--- src/hw/rtl/obrt_pkg.sv ---
// Shared constants, codes and types of the opaque bounding box row extent tracer.
package obrt_pkg;

    // Frame size limits and the widths that follow from them.
    localparam int MAX_WIDTH  = 1024;
    localparam int MAX_HEIGHT = 1024;
    localparam int COL_W      = $clog2(MAX_WIDTH);
    localparam int ROW_W      = $clog2(MAX_HEIGHT);

    // Fixed field widths of the ports.
    localparam int CFG_W    = 11;
    localparam int CFGIDX_W = 2;
    localparam int ALPHA_W  = 8;
    localparam int POS_W    = 10;
    localparam int STATUS_W = 2;

    // Configuration register indexes.
    localparam logic [CFGIDX_W-1:0] CFG_IMAGE_WIDTH  = 2'd0;
    localparam logic [CFGIDX_W-1:0] CFG_IMAGE_HEIGHT = 2'd1;
    localparam logic [CFGIDX_W-1:0] CFG_THRESHOLD    = 2'd2;

    // Operation codes of an input item.
    localparam logic OP_PIXEL = 1'b0;
    localparam logic OP_READ  = 1'b1;

    // Result status codes.
    localparam logic [STATUS_W-1:0] ST_POINT      = 2'd0;
    localparam logic [STATUS_W-1:0] ST_INCOMPLETE = 2'd1;
    localparam logic [STATUS_W-1:0] ST_EMPTY      = 2'd2;
    localparam logic [STATUS_W-1:0] ST_FINISHED   = 2'd3;

    // One entry of the row store.
    typedef struct packed {
        logic             valid;
        logic [COL_W-1:0] left;
        logic [COL_W-1:0] right;
    } t_row_entry;

    // Write request into the row store at the end of a row.
    typedef struct packed {
        logic             en;
        logic [ROW_W-1:0] addr;
        t_row_entry       data;
    } t_row_wr;

    // Frame status and bounding box handed from the pixel tracker to the readout.
    typedef struct packed {
        logic             done;
        logic             any;
        logic [COL_W-1:0] left;
        logic [COL_W-1:0] right;
        logic [ROW_W-1:0] top;
        logic [ROW_W-1:0] bottom;
    } t_frame_info;

endpackage

--- src/hw/rtl/obrt_readout.sv ---
// Contour readout: scans the row store down for left extents, then up for right extents.
module obrt_readout (
    input  logic                              i_clk,
    input  logic                              i_rst_n,
    input  logic                              i_read,
    input  logic                              i_clear,
    input  obrt_pkg::t_frame_info             i_frame,
    input  obrt_pkg::t_row_entry              i_rd_data,
    output logic [obrt_pkg::ROW_W-1:0]        o_rd_addr,
    output logic                              o_busy,
    output logic                              o_result_valid,
    output logic [obrt_pkg::STATUS_W-1:0]     o_status,
    output logic [obrt_pkg::POS_W-1:0]        o_point_x,
    output logic [obrt_pkg::POS_W-1:0]        o_point_y,
    output logic                              o_last_point,
    output logic [obrt_pkg::POS_W-1:0]        o_box_left,
    output logic [obrt_pkg::POS_W-1:0]        o_box_right,
    output logic [obrt_pkg::POS_W-1:0]        o_box_top,
    output logic [obrt_pkg::POS_W-1:0]        o_box_bottom
);
    import obrt_pkg::*;

    typedef enum logic [1:0] {
        S_IDLE = 2'b01,
        S_SCAN = 2'b10
    } t_scan_state;

    typedef enum logic [3:0] {
        P_FRESH = 4'b0001,
        P_DOWN  = 4'b0010,
        P_UP    = 4'b0100,
        P_END   = 4'b1000
    } t_phase;

    t_scan_state      r_state, n_state;
    t_phase           r_phase, n_phase;
    logic [ROW_W-1:0] r_row, n_row;
    logic             r_strobe, n_strobe;
    logic [STATUS_W-1:0] r_status, n_status;
    logic [POS_W-1:0] r_x, n_x;
    logic [POS_W-1:0] r_y, n_y;
    logic             r_last, n_last;
    logic [POS_W-1:0] r_bl, n_bl;
    logic [POS_W-1:0] r_br, n_br;
    logic [POS_W-1:0] r_bt, n_bt;
    logic [POS_W-1:0] r_bb, n_bb;
    logic [ROW_W-1:0] rd_addr;
    logic [ROW_W-1:0] start_row;
    logic [ROW_W-1:0] step_row;

    // Read handling and the row scan, one stored row examined per cycle.
    always_comb begin
        n_state   = r_state;
        n_phase   = r_phase;
        n_row     = r_row;
        n_strobe  = 1'b0;
        n_status  = r_status;
        n_x       = r_x;
        n_y       = r_y;
        n_last    = r_last;
        n_bl      = r_bl;
        n_br      = r_br;
        n_bt      = r_bt;
        n_bb      = r_bb;
        rd_addr   = r_row;
        start_row = (r_phase == P_FRESH) ? i_frame.top : r_row;
        step_row  = (r_phase == P_UP) ? r_row - ROW_W'(1) : r_row + ROW_W'(1);

        case (r_state)
            S_IDLE: begin
                if (i_read) begin
                    if (!i_frame.done || !i_frame.any || r_phase == P_END) begin
                        n_strobe = 1'b1;
                        n_x      = '0;
                        n_y      = '0;
                        n_last   = 1'b0;
                        n_bl     = '0;
                        n_br     = '0;
                        n_bt     = '0;
                        n_bb     = '0;
                        if (!i_frame.done) begin
                            n_status = ST_INCOMPLETE;
                        end else if (!i_frame.any) begin
                            n_status = ST_EMPTY;
                        end else begin
                            n_status = ST_FINISHED;
                            n_bl     = POS_W'(i_frame.left);
                            n_br     = POS_W'(i_frame.right);
                            n_bt     = POS_W'(i_frame.top);
                            n_bb     = POS_W'(i_frame.bottom);
                        end
                    end else begin
                        rd_addr = start_row;
                        n_row   = start_row;
                        n_state = S_SCAN;
                        if (r_phase == P_FRESH) begin
                            n_phase = P_DOWN;
                        end
                    end
                end
            end
            S_SCAN: begin
                if (i_rd_data.valid) begin
                    // Row holds opaque pixels: return its extent.
                    n_strobe = 1'b1;
                    n_status = ST_POINT;
                    n_x      = POS_W'((r_phase == P_UP) ? i_rd_data.right : i_rd_data.left);
                    n_y      = POS_W'(r_row);
                    n_last   = (r_phase == P_UP) && (r_row == i_frame.top);
                    n_bl     = POS_W'(i_frame.left);
                    n_br     = POS_W'(i_frame.right);
                    n_bt     = POS_W'(i_frame.top);
                    n_bb     = POS_W'(i_frame.bottom);
                    n_state  = S_IDLE;
                    if (r_phase == P_UP) begin
                        if (r_row == i_frame.top) begin
                            n_phase = P_END;
                        end else begin
                            n_row = step_row;
                        end
                    end else begin
                        if (r_row == i_frame.bottom) begin
                            n_phase = P_UP;
                        end else begin
                            n_row = step_row;
                        end
                    end
                end else begin
                    // Empty row: move on and read the next one.
                    n_row   = step_row;
                    rd_addr = step_row;
                end
            end
            default: begin
                n_state = S_IDLE;
            end
        endcase

        // Any pixel restarts the readout of the frame.
        if (i_clear) begin
            n_phase = P_FRESH;
        end
    end

    // Control registers.
    always_ff @(posedge i_clk) begin
        if (!i_rst_n) begin
            r_state  <= S_IDLE;
            r_phase  <= P_FRESH;
            r_row    <= '0;
            r_strobe <= 1'b0;
        end else begin
            r_state  <= n_state;
            r_phase  <= n_phase;
            r_row    <= n_row;
            r_strobe <= n_strobe;
        end
    end

    // Result payload registers.
    always_ff @(posedge i_clk) begin
        r_status <= n_status;
        r_x      <= n_x;
        r_y      <= n_y;
        r_last   <= n_last;
        r_bl     <= n_bl;
        r_br     <= n_br;
        r_bt     <= n_bt;
        r_bb     <= n_bb;
    end

    assign o_rd_addr      = rd_addr;
    assign o_busy         = (r_state == S_SCAN);
    assign o_result_valid = r_strobe;
    assign o_status       = r_status;
    assign o_point_x      = r_x;
    assign o_point_y      = r_y;
    assign o_last_point   = r_last;
    assign o_box_left     = r_bl;
    assign o_box_right    = r_br;
    assign o_box_top      = r_bt;
    assign o_box_bottom   = r_bb;

endmodule

--- config.mk ---
export PLATFORM = sky130hd
export DESIGN_NAME = obrt_readout
export DESIGN_NICKNAME = d
export VERILOG_FILES = /design/src/hw/rtl/obrt_pkg.sv /design/src/hw/rtl/obrt_readout.sv
export SDC_FILE = /design/constraint.sdc
export NUM_CORES = 1
export LEC_CHECK = 0
export BUFFER_PORTS_ARGS = -buffer_cell sky130_fd_sc_hd__buf_4
export CAP_MARGIN = 30
export CORE_UTILIZATION = 55
export DETAILED_ROUTE_END_ITERATION = 16
export PLACE_DENSITY = 0.94
export SLEW_MARGIN = 20
export SYNTH_ARGS = -nofsm -noshare
export SYNTH_HDL_FRONTEND = slang
export SYNTH_SLANG_ARGS = --single-unit
export TNS_END_PERCENT = 5
--- constraint.sdc ---
create_clock -name i_clk -period 10.8 [get_ports i_clk]
set_input_delay 1.08 -clock i_clk [delete_from_list [all_inputs] [get_ports i_clk]]
set_output_delay 1.08 -clock i_clk [all_outputs]
set_load 0.02 [all_outputs]
==> flow_metrics.env <==
export IMPL_status="completed"
export IMPL_grt_start_max_net_pins=52
export IMPL_cts_tree="done"
export IMPL_setup_viol=0
export IMPL_hold_class="flip-flop to flip-flop"
export IMPL_mappedNetlistArea_um2=4530
export IMPL_num_antenna_cells=0
export IMPL_drc=0
export IMPL_cp_max_fo=22
export IMPL_final_core_util=0.751
export IMPL_gp_congestion=0.996
export IMPL_yosys_warnings=0
export IMPL_r2r_cells=7
export IMPL_ir_drop_mv=0.0661
export IMPL_fin_crit_ps=4480
export IMPL_critPathKind="flip-flop to output pin"
export IMPL_io_buffers=141
export IMPL_tightest_slew_ps=802
export IMPL_drt_iter0_drc=449
export IMPL_crit_arrival_ps=3400
export IMPL_dieArea_um2=8600
export IMPL_ant_nets=0
export IMPL_nets=642
export IMPL_power_leakage_nw=2.38
export IMPL_worstHoldEndpoint="r_state[0]"
export IMPL_worst_ep_required_time_ps=9720
export IMPL_r2r_end="r_row[8]"
export IMPL_die_w_um=92.7
export IMPL_syn_area_per_cell_um2=10.0
export IMPL_antenna_found_initial=0
export IMPL_drv_slew=0
export IMPL_post_cts_buffers=0
export IMPL_finalSetupTns_ps=0
export IMPL_fin_skew_ps=10.1
export IMPL_yosysSeqAreaShare=0.493
export IMPL_top_layer="met4"
export IMPL_hp_start="r_state[0]"
export IMPL_ys_ff_latch=80
export IMPL_cts_sinks=80
export IMPL_grt_ovfl_total=0
export IMPL_crit_start="r_phase[2]"
export IMPL_initial_core_util=0.577
export IMPL_endpoint_kind="output pin"
export IMPL_rsz0062_at_grt="false"
export IMPL_cap_violations=0
export IMPL_num_rows=32
export IMPL_cts_made_buffers=9
export IMPL_detail_route_wl_per_cell_um=20.5
export IMPL_clk_path_buf_depth=2
export IMPL_netlist_instances=451
export IMPL_worstHoldPathCells=1
export IMPL_viasPerCell=6.28
export IMPL_holdBufCountCts=0
export IMPL_synthArstFlopShare=0
export IMPL_hold_slack_ps=505
export IMPL_reg2reg_slack_ps=8010
export IMPL_syn2layout_area_growth_pct=30.1
export IMPL_layout_commonest_cell="buf_4"
export IMPL_cts_max_level=3
export IMPL_wl_met3_um=1480
export IMPL_num_io_pins=142
export IMPL_clk_latency_ps=360
export IMPL_path_clk_slew_ps=90
export IMPL_final_hold_violation_count=0
export IMPL_synth_edf_count=63
export IMPL_coreArea_um2=7850
export IMPL_die_h_um=92.7
export IMPL_cp_start_kind="flip-flop"
export IMPL_grt_first_pass_wirelength_um=21100
export IMPL_drive_gt1_frac=0.315
export IMPL_rr_startpoint="r_phase[2]"
export IMPL_layout_common_cells="buf_4, edfxtp_1, nand2_1, nor2b_1, o21ai_0"
export IMPL_first_pass_iters=6
export IMPL_wl_met1_um=5330
export IMPL_ys_flop_type="edfxtp_1"
export IMPL_wirelength_um=13900
export IMPL_track_usage=0.322
export IMPL_root_buffer="clkbuf_8"
export IMPL_slew_headroom=0.464
export IMPL_vias=4263
export IMPL_period_share=0.415
export IMPL_ctsResizeCount=0
export IMPL_dp_hpwl_um=9450
export IMPL_power_density_nw_per_um2=136
export IMPL_fmaxAchievable_mhz=223
export IMPL_yosysUniqueCellTypes=65
export IMPL_dr_wl_met2_um=6660
export IMPL_syn_nets=521
export IMPL_grt_pass1_vias=4054
## registers in the layout, indices dropped and copies added, names as in the netlist
name            cells
o_point_y          10
o_last_point        1
r_phase             4
o_box_right        10
o_box_bottom       10
o_box_top          10
o_point_x          10
o_box_left         10
o_status            2
o_result_valid      1
r_row              10
r_state             2
## layout make-up
class / count / area, um^2
flip-flops and latches: 80 / 2230
repair buffers: 146 / 1120
clock inverters: 7 / 135
inverters: 13 / 48.8
fillers: 542 / 1950
multi-input cells: 322 / 2110
well taps: 102 / 128
clock buffers: 9 / 124
## synthesized netlist by cell type, drive strengths merged, types with 7 or more instances
cell type	n	area, um^2
clkbuf	27	101
xor2	21	184
and2	8	50.1
inv	13	48.8
nand2	43	161
nand3	18	90.1
a21oi	23	119
dfxtp	17	340
buf	9	58.8
nand4	10	77.6
nor2	20	75.1
nor4	10	77.6
a31oi	10	62.6
edfxtp	63	1890
mux2i	7	70.1
nor2b	43	269
o21ai	25	125
## worst max path at each step
stage / to / slack [ps]
floorplan: o_box_bottom[0] / 5930
global placement: o_rd_addr[6] / 6730
detailed placement: o_rd_addr[6] / 6660
CTS: o_rd_addr[4] / 6390
global route: o_rd_addr[4] / 6170
finish: o_rd_addr[4] / 6320
## metal layers
layer | global-route usage | up-vias
met1 | 0.421 | 2003
li1 | - | 1902
met3 | 0.0706 | 51
met5 | 0 | -
met4 | 0.146 | 0
met2 | 0.510 | 307
## critical path, cell delays in order, from the launching register on
cell     delay (ps)
dfxtp_1         440
or4b_4          660
xnor2_1         180
ha_1            320
or4_1           430
mux2i_1         180
xor2_1          210
a32oi_1          80
o21ai_0         340
buf_4           210
## metrics by stage
| step | instance area [um^2] | instances | setup slack (ps) | total power, mW |
|---|---|---|---|---|
| 2_1_floorplan | 4530 | 451 | 5930 | 0.452 |
| 6_report | 5890 | 679 | 6320 | 0.800 |
| 4_1_cts | 5870 | 678 | 6390 | 0.797 |
| 3_3_place_gp | 5610 | 662 | 6730 | 0.512 |
| 3_5_place_dp | 5610 | 662 | 6660 | 0.516 |
| 5_1_grt | 5890 | 679 | 6170 | 0.824 |
## power by group
group          leakage, nW  total [mW]  internal [mW]  switching [mW]
sequential           0.759       0.367          0.353          0.0142
clock                0.129       0.285          0.159           0.126
combinational         1.49       0.148         0.0625          0.0855
## cells by family after synthesis
logic type,Yosys count,share of synthesized area
XOR/XNOR,24,0.0464
AO/OA/AOI/OAI,103,0.155
AND/OR/NAND/NOR,182,0.228
buffers and inverters,49,0.0461
flip-flops,80,0.493
adder cells (fa/ha/maj),3,0.00829
multiplexers,10,0.0229
Power figures use the tool's default switching activity.
