==> src/hw/rtl/obrt_pkg.sv <==
// Shared constants, codes and types of the opaque bounding box row extent tracer.
package obrt_pkg;

    // Frame size limits and the widths that follow from them.
    localparam int MAX_WIDTH  = 1024;
    localparam int MAX_HEIGHT = 1024;
    localparam int COL_W      = $clog2(MAX_WIDTH);
    localparam int ROW_W      = $clog2(MAX_HEIGHT);

    // Fixed field widths of the ports.
    localparam int CFG_W    = 11;
    localparam int CFGIDX_W = 2;
    localparam int ALPHA_W  = 8;
    localparam int POS_W    = 10;
    localparam int STATUS_W = 2;

    // Configuration register indexes.
    localparam logic [CFGIDX_W-1:0] CFG_IMAGE_WIDTH  = 2'd0;
    localparam logic [CFGIDX_W-1:0] CFG_IMAGE_HEIGHT = 2'd1;
    localparam logic [CFGIDX_W-1:0] CFG_THRESHOLD    = 2'd2;

    // Operation codes of an input item.
    localparam logic OP_PIXEL = 1'b0;
    localparam logic OP_READ  = 1'b1;

    // Result status codes.
    localparam logic [STATUS_W-1:0] ST_POINT      = 2'd0;
    localparam logic [STATUS_W-1:0] ST_INCOMPLETE = 2'd1;
    localparam logic [STATUS_W-1:0] ST_EMPTY      = 2'd2;
    localparam logic [STATUS_W-1:0] ST_FINISHED   = 2'd3;

    // One entry of the row store.
    typedef struct packed {
        logic             valid;
        logic [COL_W-1:0] left;
        logic [COL_W-1:0] right;
    } t_row_entry;

    // Write request into the row store at the end of a row.
    typedef struct packed {
        logic             en;
        logic [ROW_W-1:0] addr;
        t_row_entry       data;
    } t_row_wr;

    // Frame status and bounding box handed from the pixel tracker to the readout.
    typedef struct packed {
        logic             done;
        logic             any;
        logic [COL_W-1:0] left;
        logic [COL_W-1:0] right;
        logic [ROW_W-1:0] top;
        logic [ROW_W-1:0] bottom;
    } t_frame_info;

endpackage

==> src/hw/rtl/obrt_pixel_track.sv <==
// Raster position, per-row extents and bounding box tracking of incoming pixels.
module obrt_pixel_track (
    input  logic                              i_clk,
    input  logic                              i_rst_n,
    input  logic                              i_pixel,
    input  logic [obrt_pkg::ALPHA_W-1:0]      i_alpha,
    input  logic [obrt_pkg::CFG_W-1:0]        i_width,
    input  logic [obrt_pkg::CFG_W-1:0]        i_height,
    input  logic [obrt_pkg::ALPHA_W-1:0]      i_threshold,
    output obrt_pkg::t_row_wr                 o_wr,
    output obrt_pkg::t_frame_info             o_frame
);
    import obrt_pkg::*;

    logic [COL_W-1:0] r_col, n_col;
    logic [ROW_W-1:0] r_row, n_row;
    logic             r_done, n_done;
    logic [COL_W-1:0] r_first, n_first;
    logic [COL_W-1:0] r_last, n_last;
    logic             r_has, n_has;
    logic [COL_W-1:0] r_left, n_left;
    logic [COL_W-1:0] r_right, n_right;
    logic [ROW_W-1:0] r_top, n_top;
    logic [ROW_W-1:0] r_bottom, n_bottom;
    logic             r_any, n_any;

    logic [CFG_W-1:0] w_eff;
    logic [CFG_W-1:0] h_eff;
    logic [COL_W-1:0] col, first, last, left, right;
    logic [ROW_W-1:0] row, top, bottom;
    logic             has, any, opaque, row_end, frame_end;
    logic [COL_W:0]   col_inc;
    logic [ROW_W:0]   row_inc;
    t_row_wr          wr;

    // Effective frame size: zero acts as one, large values saturate.
    always_comb begin
        if (i_width == '0) begin
            w_eff = CFG_W'(1);
        end else if (i_width > CFG_W'(MAX_WIDTH)) begin
            w_eff = CFG_W'(MAX_WIDTH);
        end else begin
            w_eff = i_width;
        end
        if (i_height == '0) begin
            h_eff = CFG_W'(1);
        end else if (i_height > CFG_W'(MAX_HEIGHT)) begin
            h_eff = CFG_W'(MAX_HEIGHT);
        end else begin
            h_eff = i_height;
        end
    end

    // A pixel after a completed frame starts a fresh frame at the origin.
    always_comb begin
        col    = r_done ? '0 : r_col;
        row    = r_done ? '0 : r_row;
        first  = r_done ? '0 : r_first;
        last   = r_done ? '0 : r_last;
        has    = r_done ? 1'b0 : r_has;
        any    = r_done ? 1'b0 : r_any;
        left   = r_done ? '1 : r_left;
        right  = r_done ? '0 : r_right;
        top    = r_done ? '1 : r_top;
        bottom = r_done ? '0 : r_bottom;
    end

    // Pixel update: box, row extents, raster advance and row write-back.
    always_comb begin
        opaque    = i_alpha > i_threshold;
        col_inc   = {1'b0, col} + (COL_W+1)'(1);
        row_inc   = {1'b0, row} + (ROW_W+1)'(1);
        row_end   = CFG_W'(col_inc) >= w_eff;
        frame_end = row_end && (CFG_W'(row_inc) >= h_eff);

        n_left   = (opaque && col < left) ? col : left;
        n_right  = (opaque && col > right) ? col : right;
        n_top    = (opaque && row < top) ? row : top;
        n_bottom = (opaque && row > bottom) ? row : bottom;
        n_any    = any | opaque;
        n_first  = (opaque && !has) ? col : first;
        n_last   = opaque ? col : last;
        n_has    = has | opaque;

        wr.en         = i_pixel && row_end;
        wr.addr       = row;
        wr.data.valid = n_has;
        wr.data.left  = n_first;
        wr.data.right = n_last;

        n_col  = col_inc[COL_W-1:0];
        n_row  = row;
        n_done = 1'b0;
        if (row_end) begin
            n_first = '0;
            n_last  = '0;
            n_has   = 1'b0;
            n_col   = '0;
            n_row   = frame_end ? '0 : row_inc[ROW_W-1:0];
            n_done  = frame_end;
        end
    end

    // Outside reset, state registers change only on an accepted pixel.
    always_ff @(posedge i_clk) begin
        if (!i_rst_n) begin
            r_col    <= '0;
            r_row    <= '0;
            r_done   <= 1'b0;
            r_first  <= '0;
            r_last   <= '0;
            r_has    <= 1'b0;
            r_left   <= '1;
            r_right  <= '0;
            r_top    <= '1;
            r_bottom <= '0;
            r_any    <= 1'b0;
        end else if (i_pixel) begin
            r_col    <= n_col;
            r_row    <= n_row;
            r_done   <= n_done;
            r_first  <= n_first;
            r_last   <= n_last;
            r_has    <= n_has;
            r_left   <= n_left;
            r_right  <= n_right;
            r_top    <= n_top;
            r_bottom <= n_bottom;
            r_any    <= n_any;
        end
    end

    assign o_wr           = wr;
    assign o_frame.done   = r_done;
    assign o_frame.any    = r_any;
    assign o_frame.left   = r_left;
    assign o_frame.right  = r_right;
    assign o_frame.top    = r_top;
    assign o_frame.bottom = r_bottom;

endmodule

==> config.mk <==
export PLATFORM = sky130hd
export DESIGN_NAME = obrt_pixel_track
export DESIGN_NICKNAME = d
export VERILOG_FILES = /design/src/hw/rtl/obrt_pkg.sv /design/src/hw/rtl/obrt_pixel_track.sv
export SDC_FILE = /design/constraint.sdc
export NUM_CORES = 1
export LEC_CHECK = 0
export ABC_AREA = 1
export BUFFER_PORTS_ARGS = -buffer_cell sky130_fd_sc_hd__buf_2
export CAP_MARGIN = 20
export CORE_UTILIZATION = 55
export DETAILED_ROUTE_END_ITERATION = 8
export GPL_ROUTABILITY_DRIVEN = 0
export PLACE_DENSITY = 0.79
export SETUP_SLACK_MARGIN = 0.4
export SKIP_LAST_GASP = 1
export SYNTH_ARGS = -nofsm -noshare
export SYNTH_HDL_FRONTEND = slang
export SYNTH_SLANG_ARGS = --single-unit
==> constraint.sdc <==
create_clock -name i_clk -period 4.6 [get_ports i_clk]
set_input_delay 0.23 -clock i_clk [delete_from_list [all_inputs] [get_ports i_clk]]
set_output_delay 0.23 -clock i_clk [all_outputs]
set_load 0.01 [all_outputs]
==> results of run 1 <==
-- routing by layer --
layer  track usage  wire, microns  up-vias
li1              -              -     3418
met3        0.0510           1610       26
met2         0.465           7730      318
met1         0.411           7860     3023
met4         0.114            332        0
met5             0              0        -
-- how the worst min path moves through the flow --
stage	from	end	slack (ns)	cells after the start
floorplan	i_rst_n	r_row[2]$_SDFFE_PN0P_	0.37	2
global placement	r_last[3]$_SDFFE_PN0P_	r_last[3]$_SDFFE_PN0P_	0.45	2
detailed placement	r_last[2]$_SDFFE_PN0P_	r_last[2]$_SDFFE_PN0P_	0.46	2
CTS	i_rst_n	r_row[2]$_SDFFE_PN0P_	0.15	3
global route	i_rst_n	r_row[9]$_SDFFE_PN0P_	0.19	3
finish	i_rst_n	r_row[2]$_SDFFE_PN0P_	0.15	3
-- power groups by stage --
stage	Combinational, mW	Sequential (mW)	Clock, mW
after CTS	1.05	0.860	0.846
after detailed placement	1.04	0.875	0
after global placement	1.04	0.875	0
after floorplan	0.733	0.897	0
final	1.06	0.861	0.845
after global routing	1.20	0.870	0.874
-- layout make-up --
| cell class | count | area [sq um] | share of cell area |
|---|---|---|---|
| flip-flops and latches | 83 | 1660 | 0.228 |
| repair buffers | 124 | 646 | 0.0886 |
| inverters | 88 | 335 | 0.0460 |
| well taps | 140 | 175 | 0.0240 |
| clock inverters | 5 | 100 | 0.0137 |
| multi-input cells | 771 | 4130 | 0.566 |
| clock buffers | 11 | 243 | 0.0333 |
-- state kept, by name (all words and copies together) (netlist names) --
name and count:
r_any 1, r_right 10, r_left 10, r_col 10, r_has 1, r_last 10, r_top 10, r_row 10
r_first 10, r_done 1, r_bottom 10
-- synthesized netlist by cell type, types with 4 or more instances --
library cell	number	area, sq um
nand2_1	320	1200
nand3_1	124	621
a21oi_1	112	561
dfxtp_1	83	1660
inv_1	81	304
ha_1	70	876
nor2_1	58	218
o21ai_0	23	115
clkbuf_1	20	75.1
buf_2	11	55.1
o21a_1	9	67.6
xor2_1	9	78.8
nor2_2	7	43.8
buf_4	6	45.0
nand2_2	6	37.5
inv_2	5	18.8
nand2_4	5	56.3
buf_1	4	15.0
buf_6	4	45.0
nand3_2	4	40.0
nand4_1	4	25.0
nor3_1	4	20.0
nor3_2	4	40.0
nor4_1	4	25.0
-- critical path, stage by stage, from the launching register on --
cell and delay [ns]:
dfxtp_1 0.35, buf_4 0.28, nor2_2 0.37, ha_1 0.29, nand3_2 0.12, inv_1 0.08, nand3_2 0.07, nor2_1 0.10
nand3_1 0.09, nand2_1 0.07, inv_1 0.05, ha_1 0.28, inv_1 0.04, nor2_1 0.12, nand2_1 0.08, nor2_1 0.10
nand2_1 0.10, nand4_4 0.13, nand2_1 0.21, inv_1 0.17, buf_2 0.14
-- cells by family (layout without fill, tap and decap cells) --
group | count (synthesis) | in the layout | synth area share
buffers and inverters | 134 | 228 | 0.0902
AND/OR/NAND/NOR | 544 | 544 | 0.376
adder cells (fa/ha/maj) | 70 | 70 | 0.138
AO/OA/AOI/OAI | 148 | 148 | 0.122
XOR/XNOR | 9 | 9 | 0.0124
flip-flops | 83 | 83 | 0.262
==> results.cfg, run 1 <==
[yosys]
synth_area_sq_um = 6350
yosys_register_bits = 83
yosysWarnings = 0
avgSynthCellArea_sq_um = 6.43
synthArstFlopShare = 0
synth.net_count = 1099
synth_cells = 988
synth-edff-count = 0
synth-main-ff-cell = dfxtp_1
ys_types = 33
ys_seq_area_frac = 0.262

[hold_path]
hold_class = in -> reg

[floorplan]
start_util = 0.576
die_h_microns = 109
die_area_sq_um = 12000
placementRows = 38
die_x_microns = 109
pin_count = 115
coreArea_sq_um = 11000

[finish]
diodes = 0
finalNonFillerCells = 1222
syn_to_final_growth_pct = 14.8
nNetsFinal = 1188
mostFrequentLayoutCells = nand2_1, nand3_1, buf_2
stdcell_area_sq_um = 7290
drive_gt1_frac = 0.165
fin_util = 0.661
nFillCells = 1050
final_common_cell = nand2_1

[timing]
slew_viol_final = 0
period_needed_ns = 3.85
fin_setup_tns_ns = 0
rsz0062_at_grt = no
worst_hold_slack_ns = 0.153
max_freq_mhz = 260
period_share = 0.837
hold_viol_final = 0
setup-violations-final = 0
timing.clock.skew_ns = 0.00686
maxSlewHeadroom = 0.286
worst_slack_ns = 0.750
worst_pin_slew_ns = 1.07

[global_route]
antenna_found_initial = 0
grt_max_degree = 82
grt.overflow.total = 0
grt_pass1_wl_microns = 28000
grt_usage = 0.299
grt_pass1_vias = 5839

[drt]
totalWireLength_microns = 17500
wl_per_cell_microns = 14.3
dr.pass1.iters = 6
vias = 6785
via_per_inst = 5.55
drc = 0
first_iter_violations = 635
ant_nets = 0

[worst_setup_path]
rrSetupSlack_ns = 1.06
cp_max_fo = 32
r2r-end = r_row[0]$_SDFFE_PN0P_
critical_path_class = reg -> out
worstSetupEndpointType = output port
crit_end = o_wr[31]
cp-start-kind = register
cp.required_ns = 4.37
r2r_start = r_done$_SDFFE_PN0P_
critPathArrivalTime_ns = 3.62
reg2reg_depth = 21
startpoint = r_done$_SDFFE_PN0P_

[clocking]
cts_resized = 0
cts_tree = built
clk-insertion-delay-late_ns = 0.35
numCtsBuffers = 9
cts.sinks = 83
h-tree-depth = 3
root_buffer = clkbuf_16
hold_buffers = 0
postCtsSetupRepairBufs = 0
clk_pin_slew_ns = 0.06
clockBufferDepth = 2

[placed_design]
pre_cts_ws_ns = 1.08
dpl_cell_area_sq_um = 6940
port-buffer-count = 114
placedCellCount = 1206
hpwl_microns = 12400

[pwr]
powerDensity_nw_per_um2 = 379
vdd_ir_drop_max_mv = 0.200
p_leak_nw = 3.72
internal-power_mw = 1.73
p_sw_frac = 0.373
combPwrFrac = 0.383
p_sw_mw = 1.03
clkPwrFrac = 0.306
finalPower_mw = 2.77
seqPwrFrac = 0.311

[outcome]
status = finished clean

[job]
drv_cap = 0
No activity file was read; power rests on OpenSTA's default activity.
==> run 2: changes to the inputs <==
--- a/config.mk
+++ b/config.mk
@@ -5,13 +5,13 @@
 export SDC_FILE = /design/constraint.sdc
 export NUM_CORES = 1
 export LEC_CHECK = 0
-export ABC_AREA = 1
+export ABC_AREA = 0
 export BUFFER_PORTS_ARGS = -buffer_cell sky130_fd_sc_hd__buf_2
 export CAP_MARGIN = 20
 export CORE_UTILIZATION = 55
 export DETAILED_ROUTE_END_ITERATION = 8
 export GPL_ROUTABILITY_DRIVEN = 0
-export PLACE_DENSITY = 0.79
+export PLACE_DENSITY = 0.8
 export SETUP_SLACK_MARGIN = 0.4
 export SKIP_LAST_GASP = 1
 export SYNTH_ARGS = -nofsm -noshare
==> constraint.sdc (replaced) <==
create_clock -name i_clk -period 3.7 [get_ports i_clk]
set_input_delay 0.185 -clock i_clk [delete_from_list [all_inputs] [get_ports i_clk]]
set_output_delay 0.185 -clock i_clk [all_outputs]
set_load 0.01 [all_outputs]
==> run 2 against run 1 <==
  * Design area fell by 4.9%
  * Register-to-register slack got worse by 0.65 ns
  * First-iteration DRC count fell by 4.3%
  * Sequential share of layout area rose by 1.4 points
  * Global-route usage rose by 3.2 points
  * Total power fell by 25%
  * Clock-buffer cell count did not move
  * Area after synthesis fell by 13%
  * Largest cell class unchanged
  * Highest routed layer unchanged
==> results.cfg, run 2 <==
[outcome]
status = finished clean

[clocking]
clk_pin_slew_ns = 0.09
cts_tree = built
clockBufferDepth = 2
numCtsBuffers = 9
cts.sinks = 83
h-tree-depth = 3
root_buffer = clkbuf_8
clk-insertion-delay-late_ns = 0.38

[drt]
wl_per_cell_microns = 18.9
totalWireLength_microns = 17600
drc = 0
via_per_inst = 6.34
first_iter_violations = 608
vias = 5922
dr.pass1.iters = 6
ant_nets = 0

[worst_setup_path]
critical_path_class = reg -> out
cp-start-kind = register
cp.required_ns = 3.51
crit_family = simple AND/OR/NAND/NOR gates
crit_buf_inv = 4
worstSetupEndpointType = output port
critPathArrivalTime_ns = 3.15
cp_max_fo = 6
cpMaxStageDelayCell = dfxtp_4
crit_top_cell = buf_4
path_cells = buf_4 > nor2b_4 > ha_4 > nand2_1 > nor2_2 > buf_4 > xor2_1 > ha_1 > a41o_1 > a221oi_2 > or2_4 > buf_6 > nor2_1 > buf_2
max_stage_delay_ns = 0.38

[global_route]
grt_pass1_wl_microns = 26500
grt_pass1_vias = 5477
grt.overflow.total = 0
antenna_found_initial = 0
grt_usage = 0.331
grt_max_degree = 30

[yosys]
avgSynthCellArea_sq_um = 8.28
synth-edff-count = 0
synth.net_count = 779
synth_top_area_frac = 0.301
synth.area.top_cells = dfxtp_1, ha_1, nand2_1
yosysMostFrequentCell = nand2_1
synthArstFlopShare = 0
ys_seq_area_frac = 0.301
yosys_register_bits = 83
yosysWarnings = 0
synthTopCellsByCount = nand2_1, dfxtp_1, ha_1, nor2_1, nand3_1
ys_types = 59
synth-main-ff-cell = dfxtp_1
synth_top_area_cell = dfxtp_1
synth_area_sq_um = 5530
synth_cells = 668

[timing]
worst_pin_slew_ns = 0.843
max_freq_mhz = 300
timing.clock.skew_ns = 0.0126
maxSlewHeadroom = 0.436
setup-violations-final = 0
rsz0062_at_grt = yes
period_needed_ns = 3.33
slew_viol_final = 0
hold_viol_final = 0
period_share = 0.901
fin_setup_tns_ns = 0

[placed_design]
port-buffer-count = 114
hpwl_microns = 12200

[finish]
mostFrequentLayoutCells = buf_2, nand2_1, dfxtp_1
nFillCells = 737
multi_input_area_sq_um = 3860
drive_gt1_frac = 0.278
nNetsFinal = 907
syn_to_final_growth_pct = 25.4
area.sequential_sq_um = 1670
final_common_cell = buf_2
diodes = 0

[floorplan]
die_x_microns = 102
placementRows = 36
die_area_sq_um = 10500
pin_count = 115
die_h_microns = 102
coreArea_sq_um = 9770
start_util = 0.566

[job]
drv_cap = 0

[pwr]
finalPower_mw = 2.07
powerDensity_nw_per_um2 = 298
vdd_ir_drop_max_mv = 0.187
p_leak_nw = 3.32

[hold_path]
hold_class = in -> reg
[run 2: changes by cell type in the layout (fill, tap and decap cells not counted), moves of 26 or more]
cell,before,now
nand2_1,320,87
a22o_1,0,26
a21oi_1,111,37
buf_4,10,38
inv_1,81,10
nand3_1,124,37
[run 2: path summary, 6_finish.rpt]
kind,startpoint,end,slack [ns],cells past startpoint
hold reg to reg,r_last[6]$_SDFFE_PN0P_,r_last[6]$_SDFFE_PN0P_,0.46,2
setup / recovery,r_done$_SDFFE_PN0P_,o_wr[31],0.37,14
setup reg to reg,r_done$_SDFFE_PN0P_,r_row[1]$_SDFFE_PN0P_,0.41,16
hold / removal,i_rst_n,r_top[0]$_SDFFE_PN1P_,0.28,2
[run 2: area by class of cell]
cell class              count  share of cell area
clock buffers              11              0.0218
clock inverters             5              0.0121
inverters                  17             0.00957
multi-input cells         528               0.557
flip-flops and latches     83               0.242
well taps                 133              0.0240
repair buffers            157               0.134
[run 2: report_power, final]
part	total [mW]	internal, mW	switching, mW
combinational	0.340	0.137	0.203
clock	0.781	0.419	0.361
sequential	0.945	0.917	0.0279
total	2.07	1.47	0.592
[run 2: cell families (layout without fill, tap and decap cells)]
kind of cell | Yosys count | in the layout | share of synthesized area
AO/OA/AOI/OAI | 165 | 165 | 0.220
XOR/XNOR | 16 | 16 | 0.0253
adder cells (fa/ha/maj) | 70 | 70 | 0.158
buffers and inverters | 57 | 190 | 0.0441
flip-flops | 83 | 83 | 0.301
multiplexers | 12 | 12 | 0.0217
AND/OR/NAND/NOR | 265 | 265 | 0.230
[run 2: metrics by stage]
stage	cell area, sq um	utilization	worst slack, ns	hold WS [ns]	instances
after detailed placement	6320	0.647	0.0878	0.439	902
final	6930	0.709	0.367	0.277	934
after CTS	6720	0.688	0.404	0.242	927
after floorplan	5570	-	0.393	0.424	668
after global routing	6930	0.709	0.278	0.296	934
after global placement	6320	0.647	0.263	0.434	902
[run 2: what timing repair did]
| action | CTS | global route |
|---|---|---|
| setup endpoints to repair | 43 | 49 |
| pin swaps | 5 | 9 |
| gates resized for setup | 28 | 28 |
| setup buffers | 9 | 7 |
| hold buffers | 0 | 0 |
[run 2: layer usage]
layer | track usage | routed length (microns)
met5 | 0 | 0
met4 | 0.195 | 754
met3 | 0.0506 | 1760
met2 | 0.515 | 8030
met1 | 0.434 | 7080
